## config.mk

```make
export PLATFORM = sky130hd
export DESIGN_NAME = usb_tablet_report_engine
export DESIGN_NICKNAME = d
export VERILOG_FILES = /design/src/rtl/utre_pkg.sv /design/src/rtl/utre_front.sv /design/src/rtl/utre_queue.sv /design/src/rtl/utre_exec.sv /design/src/rtl/utre_serial.sv /design/src/rtl/usb_tablet_report_engine.sv
export VERILOG_INCLUDE_DIRS = /design/src /design/src/rtl
export SDC_FILE = /design/constraint.sdc
export NUM_CORES = 1
export LEC_CHECK = 0
export ABC_AREA = 1
export BUFFER_PORTS_ARGS = -buffer_cell sky130_fd_sc_hd__buf_2
export CAP_MARGIN = 20
export CORE_AREA = 2 2 307 309
export DETAILED_ROUTE_END_ITERATION = 8
export DIE_AREA = 0 0 309 311
export GPL_ROUTABILITY_DRIVEN = 1
export SYNTH_ARGS = -nofsm -noshare
export SYNTH_HDL_FRONTEND = slang
export SYNTH_SLANG_ARGS = --single-unit
```

## constraint.sdc

```tcl
create_clock -name clk -period 7.9 [get_ports clk]
set_input_delay 0.79 -clock clk [delete_from_list [all_inputs] [get_ports clk]]
set_output_delay 0.79 -clock clk [all_outputs]
set_load 0.02 [all_outputs]
```

## src/rtl/usb_tablet_report_engine_assert.svh

```systemverilog
// ---------------------------------------------------------------------------
// USB tablet report engine assertion macros
// Shared concurrent assertion forms; they compile away in synthesis.
// ---------------------------------------------------------------------------
`ifndef USB_TABLET_REPORT_ENGINE_ASSERT_SVH
`define USB_TABLET_REPORT_ENGINE_ASSERT_SVH

`ifndef SYNTHESIS

// Same-cycle implication, checked out of reset.
`define UTRE_ASSERT_IMPLY(label, clk, rst_n, pre, post) \
    label: assert property (@(posedge clk) disable iff (!rst_n) (pre) |-> (post)) \
        else $error("same-cycle implication check failed");

// Next-cycle implication, checked out of reset.
`define UTRE_ASSERT_NEXT(label, clk, rst_n, pre, post) \
    label: assert property (@(posedge clk) disable iff (!rst_n) (pre) |=> (post)) \
        else $error("next-cycle implication check failed");

`else

`define UTRE_ASSERT_IMPLY(label, clk, rst_n, pre, post)
`define UTRE_ASSERT_NEXT(label, clk, rst_n, pre, post)

`endif

`endif

```

## src/rtl/utre_pkg.sv

```systemverilog
// ---------------------------------------------------------------------------
// USB tablet report engine package
// Shared types, codes and widths of the report engine.
// ---------------------------------------------------------------------------
package utre_pkg;

    // Motion and wheel accumulator width.
    localparam int ACCUM_W = 16;
    localparam int SUM_W   = ((ACCUM_W > 16) ? ACCUM_W : 16) + 1;

    typedef logic signed [ACCUM_W-1:0] accum_t;

    localparam accum_t ACC_MAX  = {1'b0, {(ACCUM_W-1){1'b1}}};
    localparam accum_t ACC_MIN  = {1'b1, {(ACCUM_W-1){1'b0}}};
    localparam accum_t CLAMP_HI = accum_t'(127);
    localparam accum_t CLAMP_LO = accum_t'(-128);

    // Command queue geometry.
    localparam int QDEPTH = 4;
    localparam int QPTR_W = $clog2(QDEPTH);
    localparam int QCNT_W = $clog2(QDEPTH + 1);

    // Longest response in words.
    localparam int RESP_MAX = 7;

    // Input mode codes.
    localparam logic [2:0] MODE_REL   = 3'd0;
    localparam logic [2:0] MODE_ABS   = 3'd1;
    localparam logic [2:0] MODE_CTRL  = 3'd2;
    localparam logic [2:0] MODE_IN    = 3'd3;
    localparam logic [2:0] MODE_OUT   = 3'd4;
    localparam logic [2:0] MODE_RESET = 3'd5;

    // Control request codes, type in the high byte.
    localparam logic [15:0] REQ_SET_FORMAT = 16'h2109;
    localparam logic [15:0] REQ_GET_FORMAT = 16'h2101;
    localparam logic [15:0] REQ_GET_REPORT = 16'ha101;
    localparam logic [15:0] REQ_GET_IDLE   = 16'ha102;
    localparam logic [15:0] REQ_SET_IDLE   = 16'h210a;

    // Handshake status codes.
    localparam logic [1:0] ST_ACK   = 2'd0;
    localparam logic [1:0] ST_NAK   = 2'd1;
    localparam logic [1:0] ST_STALL = 2'd2;

    // Report formats.
    localparam logic [7:0] FMT_REL = 8'd1;
    localparam logic [7:0] FMT_ABS = 8'd2;

    localparam logic [3:0] REPORT_EP = 4'd1;

    // Absolute position scaling.
    localparam int POSX_W = 13;
    localparam int POSY_W = 12;
    localparam int PX_W   = 15 + POSX_W;
    localparam int PY_W   = 15 + POSY_W;
    localparam logic [POSX_W-1:0] SCALE_X  = 13'd5040;
    localparam logic [POSY_W-1:0] SCALE_Y  = 12'd3780;
    localparam logic [15:0]       ABS_FULL = 16'h7FFF;

    // Absolute report button bytes.
    localparam logic [7:0] ABS_RIGHT  = 8'h40;
    localparam logic [7:0] ABS_MIDDLE = 8'h20;
    localparam logic [7:0] ABS_NOTIP  = 8'h81;

    // One input word.
    typedef struct packed {
        logic [2:0]         mode;
        logic signed [15:0] delta_x;
        logic signed [15:0] delta_y;
        logic [14:0]        abs_x;
        logic [14:0]        abs_y;
        logic signed [15:0] wheel_delta;
        logic [2:0]         buttons;
        logic [15:0]        request_code;
        logic [15:0]        request_value;
        logic [7:0]         request_data;
        logic [15:0]        buffer_length;
        logic [3:0]         endpoint;
    } item_t;

    // One result word.
    typedef struct packed {
        logic [1:0] status;
        logic [2:0] byte_count;
        logic       has_byte;
        logic [7:0] byte_value;
        logic       last;
    } result_t;

    // Classified command kinds.
    typedef enum logic [3:0] {
        K_REL,
        K_ABS,
        K_SET_FMT,
        K_GET_FMT,
        K_GET_REPORT,
        K_GET_IDLE,
        K_SET_IDLE,
        K_STALL,
        K_IN,
        K_RESET
    } cmd_kind_t;

    // Classified command, front to back.
    typedef struct packed {
        cmd_kind_t          kind;
        logic signed [15:0] dx;
        logic signed [15:0] dy;
        logic signed [15:0] wheel;
        logic [2:0]         buttons;
        logic [PX_W-1:0]    px;
        logic [PY_W-1:0]    py;
        logic [7:0]         data;
        logic [2:0]         len_cap;
    } cmd_t;

    // Complete response, back to serializer.
    typedef struct packed {
        logic [1:0]                    status;
        logic [2:0]                    n;
        logic [RESP_MAX-1:0][7:0]      bytes;
    } resp_t;

endpackage

```

## src/rtl/utre_front.sv

```systemverilog
// ---------------------------------------------------------------------------
// USB tablet report engine front end
// Takes input words, decodes them into commands and starts position scaling.
// ---------------------------------------------------------------------------
module utre_front (
    input  logic           clk,
    input  logic           rst_n,
    input  logic           push,
    output logic           full,
    input  utre_pkg::item_t item,
    output logic           q_push,
    output utre_pkg::cmd_t q_data,
    input  logic           q_full
);
    import utre_pkg::*;

    logic  stage_valid_reg;
    logic  stage_valid_next;
    cmd_t  cmd_reg;
    cmd_t  cmd_dec;
    logic  keep;
    logic  accept;

    // The stage holds while the queue is full.
    assign full   = stage_valid_reg && q_full;
    assign accept = push && !full;
    assign q_push = stage_valid_reg && !q_full;
    assign q_data = cmd_reg;

    // Decode the word into a command; unused modes are dropped.
    always_comb
    begin
        cmd_dec         = '0;
        cmd_dec.kind    = K_STALL;
        cmd_dec.dx      = item.delta_x;
        cmd_dec.dy      = item.delta_y;
        cmd_dec.wheel   = item.wheel_delta;
        cmd_dec.buttons = item.buttons;
        cmd_dec.px      = PX_W'(item.abs_x) * PX_W'(SCALE_X);
        cmd_dec.py      = PY_W'(item.abs_y) * PY_W'(SCALE_Y);
        cmd_dec.data    = item.request_data;
        cmd_dec.len_cap = (item.buffer_length > 16'd7) ? 3'd7 : item.buffer_length[2:0];
        keep            = 1'b1;
        unique case (item.mode)
            MODE_REL:   cmd_dec.kind = K_REL;
            MODE_ABS:   cmd_dec.kind = K_ABS;
            MODE_CTRL:
            begin
                unique case (item.request_code)
                    REQ_SET_FORMAT: cmd_dec.kind = K_SET_FMT;
                    REQ_GET_FORMAT: cmd_dec.kind = K_GET_FMT;
                    REQ_GET_REPORT: cmd_dec.kind = K_GET_REPORT;
                    REQ_GET_IDLE:   cmd_dec.kind = K_GET_IDLE;
                    REQ_SET_IDLE:
                    begin
                        cmd_dec.kind = K_SET_IDLE;
                        cmd_dec.data = item.request_value[15:8];
                    end
                    default:        cmd_dec.kind = K_STALL;
                endcase
            end
            MODE_IN:    cmd_dec.kind = (item.endpoint == REPORT_EP) ? K_IN : K_STALL;
            MODE_OUT:   cmd_dec.kind = K_STALL;
            MODE_RESET: cmd_dec.kind = K_RESET;
            default:    keep = 1'b0;
        endcase
    end

    // Stage occupancy.
    always_comb
    begin
        if (accept)
        begin
            stage_valid_next = keep;
        end
        else
        begin
            stage_valid_next = stage_valid_reg && !q_push;
        end
    end

    always_ff @(posedge clk or negedge rst_n)
    begin
        if (!rst_n)
        begin
            stage_valid_reg <= 1'b0;
        end
        else
        begin
            stage_valid_reg <= stage_valid_next;
        end
    end

    // Command payload.
    always_ff @(posedge clk)
    begin
        if (accept)
        begin
            cmd_reg <= cmd_dec;
        end
    end

endmodule

```

## src/rtl/utre_queue.sv

```systemverilog
// ---------------------------------------------------------------------------
// USB tablet report engine command queue
// Short first-in first-out buffer between the front end and execution.
// ---------------------------------------------------------------------------
module utre_queue (
    input  logic           clk,
    input  logic           rst_n,
    input  logic           wr_en,
    input  utre_pkg::cmd_t wr_data,
    output logic           q_full,
    input  logic           rd_en,
    output utre_pkg::cmd_t rd_data,
    output logic           q_empty
);
    import utre_pkg::*;

    cmd_t              slots_reg [QDEPTH];
    logic [QPTR_W-1:0] wr_ptr_reg;
    logic [QPTR_W-1:0] wr_ptr_next;
    logic [QPTR_W-1:0] rd_ptr_reg;
    logic [QPTR_W-1:0] rd_ptr_next;
    logic [QCNT_W-1:0] count_reg;
    logic [QCNT_W-1:0] count_next;

    assign q_full  = (count_reg == QCNT_W'(QDEPTH));
    assign q_empty = (count_reg == '0);
    assign rd_data = slots_reg[rd_ptr_reg];

    // Pointer and fill count updates.
    always_comb
    begin
        wr_ptr_next = wr_en ? wr_ptr_reg + QPTR_W'(1) : wr_ptr_reg;
        rd_ptr_next = rd_en ? rd_ptr_reg + QPTR_W'(1) : rd_ptr_reg;
        count_next  = count_reg;
        if (wr_en && !rd_en)
        begin
            count_next = count_reg + QCNT_W'(1);
        end
        else if (!wr_en && rd_en)
        begin
            count_next = count_reg - QCNT_W'(1);
        end
    end

    always_ff @(posedge clk or negedge rst_n)
    begin
        if (!rst_n)
        begin
            wr_ptr_reg <= '0;
            rd_ptr_reg <= '0;
            count_reg  <= '0;
        end
        else
        begin
            wr_ptr_reg <= wr_ptr_next;
            rd_ptr_reg <= rd_ptr_next;
            count_reg  <= count_next;
        end
    end

    // Slot storage.
    always_ff @(posedge clk)
    begin
        if (wr_en)
        begin
            slots_reg[wr_ptr_reg] <= wr_data;
        end
    end

endmodule

```

## src/rtl/utre_exec.sv

```systemverilog
// ---------------------------------------------------------------------------
// USB tablet report engine execution unit
// Holds the pointer state, applies commands and builds complete responses.
// ---------------------------------------------------------------------------
module utre_exec (
    input  logic            clk,
    input  logic            rst_n,
    input  logic            q_empty,
    input  utre_pkg::cmd_t  q_data,
    output logic            q_pop,
    output logic            desc_valid,
    output utre_pkg::resp_t desc,
    input  logic            desc_ready
);
    import utre_pkg::*;

    accum_t              accum_dx_reg;
    accum_t              accum_dx_next;
    accum_t              accum_dy_reg;
    accum_t              accum_dy_next;
    accum_t              accum_wheel_reg;
    accum_t              accum_wheel_next;
    logic [2:0]          buttons_reg;
    logic [2:0]          buttons_next;
    logic [POSX_W-1:0]   pos_x_reg;
    logic [POSX_W-1:0]   pos_x_next;
    logic [POSY_W-1:0]   pos_y_reg;
    logic [POSY_W-1:0]   pos_y_next;
    logic [7:0]          format_reg;
    logic [7:0]          format_next;
    logic [7:0]          idle_reg;
    logic [7:0]          idle_next;
    logic                pending_reg;
    logic                pending_next;

    accum_t                   take_dx;
    accum_t                   take_dy;
    accum_t                   take_wheel;
    logic [2:0]               rpt_n;
    logic [RESP_MAX-1:0][7:0] rpt_bytes;
    logic                     rpt_drain;
    logic                     needs_resp;
    logic                     go;
    logic                     report_ok;
    logic [7:0]               abs_hi;
    cmd_t                     cmd;

    // Signed add that sticks at the accumulator range.
    function automatic accum_t sat_add(accum_t acc, logic signed [15:0] d);
        logic signed [SUM_W-1:0] s;
        s = SUM_W'(acc) + SUM_W'(d);
        if (s > SUM_W'(ACC_MAX))
        begin
            return ACC_MAX;
        end
        else if (s < SUM_W'(ACC_MIN))
        begin
            return ACC_MIN;
        end
        return s[ACCUM_W-1:0];
    endfunction

    // Part of an accumulator that fits in one report byte.
    function automatic accum_t clamp8(accum_t acc);
        if (acc > CLAMP_HI)
        begin
            return CLAMP_HI;
        end
        else if (acc < CLAMP_LO)
        begin
            return CLAMP_LO;
        end
        return acc;
    endfunction

    // Division of a scaled position by 0x7FFF: shift, then one correction.
    function automatic logic [POSX_W-1:0] div_full(logic [PX_W-1:0] p);
        logic [POSX_W-1:0] q0;
        logic [15:0]       r;
        q0 = p[PX_W-1:15];
        r  = 16'(p[14:0]) + 16'(q0);
        return q0 + POSX_W'(r >= ABS_FULL);
    endfunction

    // Response length cut to the host buffer.
    function automatic logic [2:0] cut_len(logic [2:0] n, logic [2:0] len);
        return (len < n) ? len : n;
    endfunction

    assign cmd = q_data;

    // Report contents for the current format.
    always_comb
    begin
        take_dx    = clamp8(accum_dx_reg);
        take_dy    = clamp8(accum_dy_reg);
        take_wheel = clamp8(accum_wheel_reg);
        rpt_bytes  = '0;
        rpt_n      = 3'd0;
        rpt_drain  = 1'b0;
        abs_hi     = (buttons_reg[1] ? ABS_RIGHT : 8'h00) | (buttons_reg[2] ? ABS_MIDDLE : 8'h00);
        if (format_reg == FMT_REL)
        begin
            rpt_drain    = 1'b1;
            rpt_bytes[0] = {5'b0, buttons_reg};
            rpt_bytes[1] = take_dx[7:0];
            rpt_bytes[2] = take_dy[7:0];
            rpt_bytes[3] = take_wheel[7:0];
            rpt_n        = (cmd.len_cap >= 3'd4) ? 3'd4 : 3'd3;
        end
        else if (format_reg == FMT_ABS)
        begin
            rpt_bytes[0] = format_reg;
            rpt_bytes[1] = pos_x_reg[7:0];
            rpt_bytes[2] = 8'(pos_x_reg[POSX_W-1:8]);
            rpt_bytes[3] = pos_y_reg[7:0];
            rpt_bytes[4] = 8'(pos_y_reg[POSY_W-1:8]);
            rpt_bytes[5] = abs_hi;
            rpt_bytes[6] = (buttons_reg[0] || buttons_reg[2]) ? 8'h00 : ABS_NOTIP;
            rpt_n        = (cmd.len_cap == 3'd7) ? 3'd7 : 3'd0;
        end
    end

    // Handshake with the queue and the serializer.
    always_comb
    begin
        needs_resp = !((cmd.kind == K_REL) || (cmd.kind == K_ABS) || (cmd.kind == K_RESET));
        go         = !q_empty && (!needs_resp || desc_ready);
        q_pop      = go;
        desc_valid = !q_empty && needs_resp;
        report_ok  = pending_reg || (idle_reg != 8'd0);
    end

    // Command execution: next state and response.
    always_comb
    begin
        accum_dx_next    = accum_dx_reg;
        accum_dy_next    = accum_dy_reg;
        accum_wheel_next = accum_wheel_reg;
        buttons_next     = buttons_reg;
        pos_x_next       = pos_x_reg;
        pos_y_next       = pos_y_reg;
        format_next      = format_reg;
        idle_next        = idle_reg;
        pending_next     = pending_reg;
        desc             = '0;
        desc.status      = ST_ACK;
        unique case (cmd.kind)
            K_REL:
            begin
                accum_dx_next    = sat_add(accum_dx_reg, cmd.dx);
                accum_dy_next    = sat_add(accum_dy_reg, cmd.dy);
                accum_wheel_next = sat_add(accum_wheel_reg, cmd.wheel);
                buttons_next     = cmd.buttons;
                pending_next     = 1'b1;
            end
            K_ABS:
            begin
                pos_x_next       = div_full(cmd.px);
                pos_y_next       = POSY_W'(div_full(PX_W'(cmd.py)));
                accum_wheel_next = sat_add(accum_wheel_reg, cmd.wheel);
                buttons_next     = cmd.buttons;
                pending_next     = 1'b1;
            end
            K_SET_FMT:
            begin
                format_next = cmd.data;
            end
            K_GET_FMT:
            begin
                desc.n        = cut_len(3'd2, cmd.len_cap);
                desc.bytes[1] = format_reg;
            end
            K_GET_REPORT:
            begin
                desc.n     = cut_len(rpt_n, cmd.len_cap);
                desc.bytes = rpt_bytes;
                if (rpt_drain)
                begin
                    accum_dx_next    = accum_dx_reg - take_dx;
                    accum_dy_next    = accum_dy_reg - take_dy;
                    accum_wheel_next = accum_wheel_reg - take_wheel;
                end
            end
            K_GET_IDLE:
            begin
                desc.n        = cut_len(3'd1, cmd.len_cap);
                desc.bytes[0] = idle_reg;
            end
            K_SET_IDLE:
            begin
                idle_next = cmd.data;
            end
            K_STALL:
            begin
                desc.status = ST_STALL;
            end
            K_IN:
            begin
                if (!report_ok)
                begin
                    desc.status = ST_NAK;
                end
                else
                begin
                    pending_next = 1'b0;
                    desc.n       = cut_len(rpt_n, cmd.len_cap);
                    desc.bytes   = rpt_bytes;
                    if (rpt_drain)
                    begin
                        accum_dx_next    = accum_dx_reg - take_dx;
                        accum_dy_next    = accum_dy_reg - take_dy;
                        accum_wheel_next = accum_wheel_reg - take_wheel;
                    end
                end
            end
            K_RESET:
            begin
                accum_dx_next    = '0;
                accum_dy_next    = '0;
                accum_wheel_next = '0;
                buttons_next     = '0;
                pos_x_next       = '0;
                pos_y_next       = '0;
                format_next      = FMT_REL;
            end
            default:
            begin
                desc.status = ST_STALL;
            end
        endcase
    end

    // State registers, updated when a command retires.
    always_ff @(posedge clk or negedge rst_n)
    begin
        if (!rst_n)
        begin
            accum_dx_reg    <= '0;
            accum_dy_reg    <= '0;
            accum_wheel_reg <= '0;
            buttons_reg     <= '0;
            pos_x_reg       <= '0;
            pos_y_reg       <= '0;
            format_reg      <= FMT_REL;
            idle_reg        <= '0;
            pending_reg     <= 1'b1;
        end
        else if (go)
        begin
            accum_dx_reg    <= accum_dx_next;
            accum_dy_reg    <= accum_dy_next;
            accum_wheel_reg <= accum_wheel_next;
            buttons_reg     <= buttons_next;
            pos_x_reg       <= pos_x_next;
            pos_y_reg       <= pos_y_next;
            format_reg      <= format_next;
            idle_reg        <= idle_next;
            pending_reg     <= pending_next;
        end
    end

endmodule

```

## src/rtl/utre_serial.sv

```systemverilog
// ---------------------------------------------------------------------------
// USB tablet report engine serializer
// Sends a response one byte word per cycle while the output is popped, through an output register.
// ---------------------------------------------------------------------------
module utre_serial (
    input  logic              clk,
    input  logic              rst_n,
    input  logic              desc_valid,
    input  utre_pkg::resp_t   desc,
    output logic              desc_ready,
    output logic              empty,
    input  logic              pop,
    output utre_pkg::result_t result
);
    import utre_pkg::*;

    logic    busy_reg;
    logic    busy_next;
    resp_t   desc_reg;
    logic [2:0] idx_reg;
    logic [2:0] idx_next;
    logic    out_valid_reg;
    logic    out_valid_next;
    result_t out_reg;
    result_t word;
    logic    out_load;
    logic    is_last;
    logic    finishing;
    logic    take_desc;

    assign empty  = !out_valid_reg;
    assign result = out_reg;

    // Current word of the held response.
    always_comb
    begin
        is_last         = (desc_reg.n == 3'd0) || (idx_reg == desc_reg.n - 3'd1);
        word.status     = desc_reg.status;
        word.byte_count = desc_reg.n;
        word.has_byte   = (desc_reg.n != 3'd0);
        word.byte_value = (desc_reg.n != 3'd0) ? desc_reg.bytes[idx_reg] : 8'h00;
        word.last       = is_last;
    end

    // Output register and response sequencing.
    always_comb
    begin
        out_load       = !out_valid_reg || pop;
        finishing      = busy_reg && out_load && is_last;
        desc_ready     = !busy_reg || finishing;
        take_desc      = desc_valid && desc_ready;
        out_valid_next = out_valid_reg;
        idx_next       = idx_reg;
        if (busy_reg && out_load)
        begin
            out_valid_next = 1'b1;
            idx_next       = is_last ? 3'd0 : idx_reg + 3'd1;
        end
        else if (out_load)
        begin
            out_valid_next = 1'b0;
        end
        if (take_desc)
        begin
            idx_next = 3'd0;
        end
        busy_next = take_desc ? 1'b1 : (finishing ? 1'b0 : busy_reg);
    end

    always_ff @(posedge clk or negedge rst_n)
    begin
        if (!rst_n)
        begin
            busy_reg      <= 1'b0;
            idx_reg       <= '0;
            out_valid_reg <= 1'b0;
        end
        else
        begin
            busy_reg      <= busy_next;
            idx_reg       <= idx_next;
            out_valid_reg <= out_valid_next;
        end
    end

    // Payload registers.
    always_ff @(posedge clk)
    begin
        if (take_desc)
        begin
            desc_reg <= desc;
        end
        if (busy_reg && out_load)
        begin
            out_reg <= word;
        end
    end

endmodule

```

## src/rtl/usb_tablet_report_engine.sv

```systemverilog
// Path: an input word passes the front stage register, a queue slot, the held response and
// the output register. Throughput: one input word per cycle while full is low; the output sends
// one word per cycle while pop is held; an n-byte response is n words, one without bytes is one.
// Pointer events keep executing while a response streams out, set by the 4-entry command queue.
// Reset: rst_n clears control state asynchronously; format 1, idle rate 0, change pending.
// ---------------------------------------------------------------------------
// USB tablet report engine
// Pointer report engine with relative and absolute report formats.
// ---------------------------------------------------------------------------
`include "usb_tablet_report_engine_assert.svh"

module usb_tablet_report_engine (
    input  logic              clk,
    input  logic              rst_n,
    input  logic              push,
    output logic              full,
    input  utre_pkg::item_t   item,
    output logic              empty,
    input  logic              pop,
    output utre_pkg::result_t result
);
    import utre_pkg::*;

    logic  q_push;
    logic  q_full;
    cmd_t  q_wdata;
    logic  q_pop;
    logic  q_empty;
    cmd_t  q_rdata;
    logic  desc_valid;
    logic  desc_ready;
    resp_t desc;

    // Decode stage.
    utre_front u_front (
        .clk    (clk),
        .rst_n  (rst_n),
        .push   (push),
        .full   (full),
        .item   (item),
        .q_push (q_push),
        .q_data (q_wdata),
        .q_full (q_full)
    );

    // Command queue.
    utre_queue u_queue (
        .clk     (clk),
        .rst_n   (rst_n),
        .wr_en   (q_push),
        .wr_data (q_wdata),
        .q_full  (q_full),
        .rd_en   (q_pop),
        .rd_data (q_rdata),
        .q_empty (q_empty)
    );

    // State and response builder.
    utre_exec u_exec (
        .clk        (clk),
        .rst_n      (rst_n),
        .q_empty    (q_empty),
        .q_data     (q_rdata),
        .q_pop      (q_pop),
        .desc_valid (desc_valid),
        .desc       (desc),
        .desc_ready (desc_ready)
    );

    // Byte serializer.
    utre_serial u_serial (
        .clk        (clk),
        .rst_n      (rst_n),
        .desc_valid (desc_valid),
        .desc       (desc),
        .desc_ready (desc_ready),
        .empty      (empty),
        .pop        (pop),
        .result     (result)
    );

    // Queue and result checks.
    `UTRE_ASSERT_IMPLY(a_no_push_when_full, clk, rst_n, q_push, !q_full)
    `UTRE_ASSERT_IMPLY(a_no_pop_when_empty, clk, rst_n, q_pop, !q_empty)
    `UTRE_ASSERT_NEXT(a_push_fills_queue, clk, rst_n, q_push && !q_pop, !q_empty)
    `UTRE_ASSERT_IMPLY(a_stall_has_no_bytes, clk, rst_n, !empty && (result.status == ST_STALL), !result.has_byte && result.last)

endmodule

```

==> metrics.md, run 1 <==
| Metric | Value |
|---|---|
| R2R depth | 25 |
| DRC viols | 0 |
| Hold buffers post-CTS | 0 |
| Max incr delay on CP | 900 ps |
| Setup Crit Path Kind | reg -> reg |
| TritonCTS Sinks | 740 |
| Crit path DAT | ~6000 ps |
| Cells after synthesis | roughly 4.2k |
| Hold crit path type | in -> async |
| Num CTS Buffers | 77 |
| Clk slew on worst S/H paths | 60 ps |
| Inst Count DP | 5524 |
| Vias per cell | 5.171 |
| Met1 wire length | 44690 um |
| Slew @ Worst Pin | 915.7 ps |
| Post-synth EDFFs | 634 |
| Top cell type's share of synthesized area | 45.97% |
| Final TNS setup | 0 ps |
| Critical path buffers and inverters | 6 |
| Final min period | 5431 ps |
| Initial Util | 44.65% |
| Antenna-violating nets left | 0 |
| CTS tree | done |
| Area growth syn-to-layout | 10.99% |
| Top Family by Delay on Critical Path | compound AO/OA/AOI/OAI gates |
| Initial antenna violation count | 0 |
| Initial drt markers | a little under 2k |
| Seq/Total Area, Yosys | 52.38% |
| Buffers on Ports | 156 |
| CP endpoint kind | flip-flop |
| RePlAce Congestion | around 0.9 |
| Die width | 309 um |
| Worst reg-to-reg setup slack | 2470 ps |
| Number of gates resized after cts | 0 |
| Clk_skew | 28.84 ps |
| Synth unique cells | 61 |
| Layout Nets | 4854 |
| Largest net degree at the start of global routing | 167 |
| Row count | 112 |
| Max Used Layer | met4 |
| Crit path required time | around 8500 ps |
| Hold Slack | 278.1 ps |
| Worst rel slew slack | 38.95% |
| WL per Instance | 16.96 um |
| Layout Cells excl Fill | roughly 5.7k |
| Max reg flops | 460 |
| Main synth FF type | edfxtp_1 |
| RSZ-0062 raised after global routing | false |
| H-tree depth | 3 |
| First-pass GRT wire length | between 150000 and 200000 um |
| Final Hold Viols | 0 |
| Clock buffer depth | 3 |
| Mean Syn Cell Area | 9.840 sq um |
| GRT overflow | 0 |
| Most common cell after layout, fill and taps aside | nand2_1 |
| Startpoint Class | flip-flop |
| Vias in the first global route | 28.13k |
| Routed WL | between 90000 and 100000 um |
| RR Endpoint | u_exec.pos_x_reg[10]$_DFFE_PN0P_ |
| Layout cells sized above 1 | 8.074% |
| Met2 wire length | 46110 um |
| Worst-Skew Late Latency | 640 ps |
| Die height | around 310 um |
| Die area | between 90000 and 100000 sq um |
| Postcts setup bufs | 0 |
| DRT Pass-1 Iters | 7 |
| All-Layer GR Usage | 20.09% |
| Critical-path top delay cell | dfrtp_4 |
| Status | completed |
| CP Max Fanout | 57 |
| Worst R2R Start | u_queue.rd_ptr_reg[1]$_DFFE_PN0P_ |
| Most frequent cell on the critical path | inv_1 |
| Max-cap violations | 0 |
| Synth Cell Area | 41420 sq um |
| Commonest non-fill, non-tap cells in the layout | nand2_1, edfxtp_1, inv_1 |
| # setup viols final | 0 |
| Met3 Wirelength | 3607 um |
| Fin crit share | between 60% and 70% |
| Max Freq | 184.1 MHz |
| Post-synthesis async set-or-reset flop share | 14.32% |
| Synth area leader | edfxtp_1 |
| Root buf cell | clkbuf_16 |
| Routed via count | 29.28k |
| Largest cells by area after synthesis | edfxtp_1, ha_1, nand2_1, dfrtp_1, fa_1 |
| Diode count | 0 |
| Syn Nets | ~4.7k |
| Num ports | 165 |
| Synth Register Bits | 740 |
| Final slew viol count | 0 |
| Post-detail-place hpwl | between 60000 and 70000 um |
| Synth Warn # | 0 |
| Core Area | 92770 sq um |
stage by stage:
step / setup WS [ps] / util (%) / cell area, sq um
2_1_floorplan: 1857 / - / 41420
3_3_place_gp: 2432 / 46.84 / 43450
3_5_place_dp: 2416 / 46.84 / 43450
4_1_cts: 2396 / 49.55 / 45970
5_1_grt: 1848 / 49.55 / 45970
6_report: 2469 / 49.55 / 45970
area by class of cell:
type	instances	area (sq um)
clock inverter	35	367.9
tap	1254	1569
inverter	542	2044
multi-input combinational	2808	17160
timing repair buffer	180	975.9
clock buffer	104	2152
sequential	740	21700
fill	8630	46800
cell usage after synthesis (14+ instances only):
cell type  count
o21bai_1      15
nand4_1       40
edfxtp_1     634
inv_1        534
a21boi_0      33
o22ai_1       86
ha_1         254
nor3_1        38
nor4_1        14
a21oi_1      168
nand2_1      832
buf_2         44
o21ai_0      340
xor2_1        59
xnor2_1       51
dfrtp_1      104
nor2_1       414
clkbuf_1      61
fa_1         103
nand3_1      211
worst max-delay path by stage:
stage / slack (ps) / cells past startpoint / start / end
2_1_floorplan: 1860 / 4 / u_queue.count_reg[0]$_DFFE_PN0P_ / u_queue.slots_reg[0][0]$_DFFE_PP_
3_3_place_gp: 2430 / 27 / u_queue.rd_ptr_reg[1]$_DFFE_PN0P_ / u_exec.pos_y_reg[10]$_DFFE_PN0P_
3_5_place_dp: 2420 / 27 / u_queue.rd_ptr_reg[1]$_DFFE_PN0P_ / u_exec.pos_y_reg[10]$_DFFE_PN0P_
4_1_cts: 2400 / 27 / u_queue.rd_ptr_reg[1]$_DFFE_PN0P_ / u_exec.pos_y_reg[10]$_DFFE_PN0P_
5_1_grt: 1850 / 25 / u_queue.rd_ptr_reg[1]$_DFFE_PN0P_ / u_exec.pos_x_reg[10]$_DFFE_PN0P_
6_report: 2470 / 25 / u_queue.rd_ptr_reg[1]$_DFFE_PN0P_ / u_exec.pos_x_reg[10]$_DFFE_PN0P_
kinds of logic (layout without fill, tap and decap cells):
family | Yosys count | in the layout | synth area share [%]
buffers and inverters | 661 | 861 | 6.283
multiplexers | 8 | 8 | 0.2175
adder cells (fa/ha/maj) | 357 | 357 | 12.65
AND/OR/NAND/NOR | 1600 | 1600 | 16.15
AO/OA/AOI/OAI | 733 | 733 | 9.999
flip-flops | 740 | 740 | 52.38
XOR/XNOR | 110 | 110 | 2.326
routing by layer:
metal / vias up / GRT usage, %
met5: - / 0
met4: 0 / 5.042
met3: 96 / 2.030
met2: 566 / 33.89
met1: 14020 / 27.78
li1: 14600 / -
Power of run 1 is left out: the tool's default activity adds up to more than one toggle a clock period on the data nets, which glitch-free logic cannot reach.
==> inputs of run 2 (changes only) <==
==> constraint.sdc (replaced) <==
create_clock -name clk -period 4.4 [get_ports clk]
set_input_delay 0.44 -clock clk [delete_from_list [all_inputs] [get_ports clk]]
set_output_delay 0.44 -clock clk [all_outputs]
set_load 0.02 [all_outputs]
==> metrics.md, run 2 (synthesis results as in run 1) <==
| Metric | Value |
|---|---|
| Status | completed |
| CP Max Fanout | 30 |
| RePlAce Congestion | 0.9182 |
| Row count | about 110 |
| Crit path DAT | 4580 ps |
| Hold crit path type | in -> reg |
| Die height | about 310 um |
| Final Hold Viols | 0 |
| Startpoint Class | flip-flop |
| Worst reg-to-reg setup slack | 370 ps |
| Clock buffer depth | 3 |
| Crit path required time | 4950 ps |
| Commonest non-fill, non-tap cells in the layout | nand2_1, edfxtp_1, inv_1 |
| WHS Path Cells | 1 |
| CTS tree | done |
| Post-DP Area | 44660 sq um |
| Final slew viol count | 0 |
| Die width | between 300 and 400 um |
| Setup Crit Path Kind | reg -> reg |
| Multi-input gate area | ~17000 sq um |
| CP endpoint kind | flip-flop |
| Worst-Skew Late Latency | around 640 ps |
| Root buf cell | clkbuf_16 |
| Fin area | 47760 sq um |
| Final Core Density | between 50% and 60% |
| RR Endpoint | u_exec.pos_x_reg[10]$_DFFE_PN0P_ |
| Max Freq | between 200 and 250 MHz |
| R2R depth | 25 |
| Hold path start | item[125] |
| GRT overflow | 0 |
| Slew @ Worst Pin | 1024 ps |
| Largest net degree at the start of global routing | 105 |
| Register Area | 21700 sq um |
| Num CTS Buffers | 77 |
| Core Area | 92770 sq um |
| H-tree depth | 3 |
| Worst rel slew slack | roughly a third |
| Die area | approximately 96000 sq um |
| Clk_skew | 30.43 ps |
| Layout cells sized above 1 | between 10% and 20% |
| # setup viols final | 0 |
| Initial Util | 44.65% |
| WHS Endpoint | u_front.q_data[101]$_DFFE_PP_ |
| Vias in the first global route | 29.27k |
| DRC viols | 0 |
| Fillers | 8494 |
| First-pass GRT wire length | 157800 um |
| Clk slew on worst S/H paths | 60 ps |
| Initial drt markers | 2019 |
| Layout Nets | 5046 |
| Area growth syn-to-layout | 15.31% |
| Final min period | about 4000 ps |
| WL per Instance | ~17 um |
| Max reg flops | 460 |
| RSZ-0062 raised after global routing | false |
| Fin crit share | 91.59% |
| Num ports | 165 |
| TritonCTS Sinks | 740 |
| Initial antenna violation count | 1 |
| Post-detail-place hpwl | a little over 70000 um |
| DRT Pass-1 Iters | 5 |
| Routed WL | approximately 99000 um |
| Antenna-violating nets left | 0 |
| Worst R2R Start | u_queue.rd_ptr_reg[0]$_DFFE_PN0P_ |
| Most common cell after layout, fill and taps aside | nand2_1 |
| Routed via count | 29.95k |
| Vias per cell | 5.113 |
| Diode count | 0 |
| Buffers on Ports | about 160 |
| All-Layer GR Usage | 20.64% |
| Max-cap violations | 0 |
==> run 2: cell types whose count changed in the layout (fill, tap and decap cells not counted), moves of 3 or more <==
cell and delta:
clkinv_1 -3, clkbuf_1 +9, ha_4 +3, clkbuf_8 -6, clkinv_2 +4, inv_6 +3
o21ai_0 -4, ha_1 -4, buf_4 +128, buf_12 +13, o21ai_1 +4, dlygate4sd3_1 +47
==> run 2: through the flow <==
stage	TNS, ps	std cells	setup slack [ps]	hold slack (ps)
after detailed placement	-1764	5663	-234.9	412.9
after floorplan	-755840	4209	-1643	144.4
after CTS	0	5850	138.6	1.140
after global routing	0	5857	2.756	13.85
final	0	5857	369.9	37.95
after global placement	-1380	5662	-168.0	422.9
==> run 2: what timing repair did <==
item                                   4_1_cts  5_1_grt
resized for setup                            0       23
endpoints found under the hold margin       91        1
hold buffers                                46        1
setup buffers                                0        4
setup endpoints to repair                    0       14
==> run 2: final cells by class <==
class	count	area share [%]
clock buffers	107	4.404
clock inverters	34	0.7335
inverters	542	4.302
multi-input cells	2808	36.10
flip-flops and latches	740	45.44
well taps	1254	3.285
repair buffers	371	5.719
repair inverters	1	0.01834
==> run 2: critical path: stages (launching register included) <==
cell and delay (ps):
dfrtp_4 500, buf_16 220, o21ai_0 110, o22ai_1 250, ha_1 190, inv_1 60
fa_1 380, inv_1 110, a21oi_1 80, o21ai_1 180, inv_1 60, nand2_1 60
nand3_1 80, nor3_2 160, nand3_1 90, a21boi_0 160, nand2_1 70, inv_1 50
ha_1 160, ha_1 210, inv_1 60, nor2_2 190, nand3_2 160, o21ai_1 150
nand3_1 80, o21ai_0 150
==> run 2: how the worst max path moves through the flow <==
stage                                 startpoint                           endpoint  slack (ps)  cells after the start
6_report       u_queue.rd_ptr_reg[0]$_DFFE_PN0P_   u_exec.pos_x_reg[10]$_DFFE_PN0P_         370                     25
5_1_grt        u_queue.rd_ptr_reg[0]$_DFFE_PN0P_   u_exec.pos_y_reg[10]$_DFFE_PN0P_           3                     28
4_1_cts        u_queue.rd_ptr_reg[0]$_DFFE_PN0P_   u_exec.pos_x_reg[10]$_DFFE_PN0P_         140                     25
3_5_place_dp                            item[79]       u_front.q_data[31]$_DFFE_PP_        -230                     17
3_3_place_gp                            item[79]       u_front.q_data[31]$_DFFE_PP_        -170                     17
2_1_floorplan   u_queue.count_reg[0]$_DFFE_PN0P_  u_queue.slots_reg[0][0]$_DFFE_PP_       -1640                      4
==> run 2: metal layers <==
metal	routed length, um	up-vias	GRT usage [%]	share of wire (%)
met2	47220	579	34.47	48
li1	-	14970	-	-
met4	1994	2	5.042	2.0
met1	45410	14270	28.69	46
met5	11	-	0	0.011
met3	4270	128	2.411	4.3
Power of run 2 is left out for the same reason.
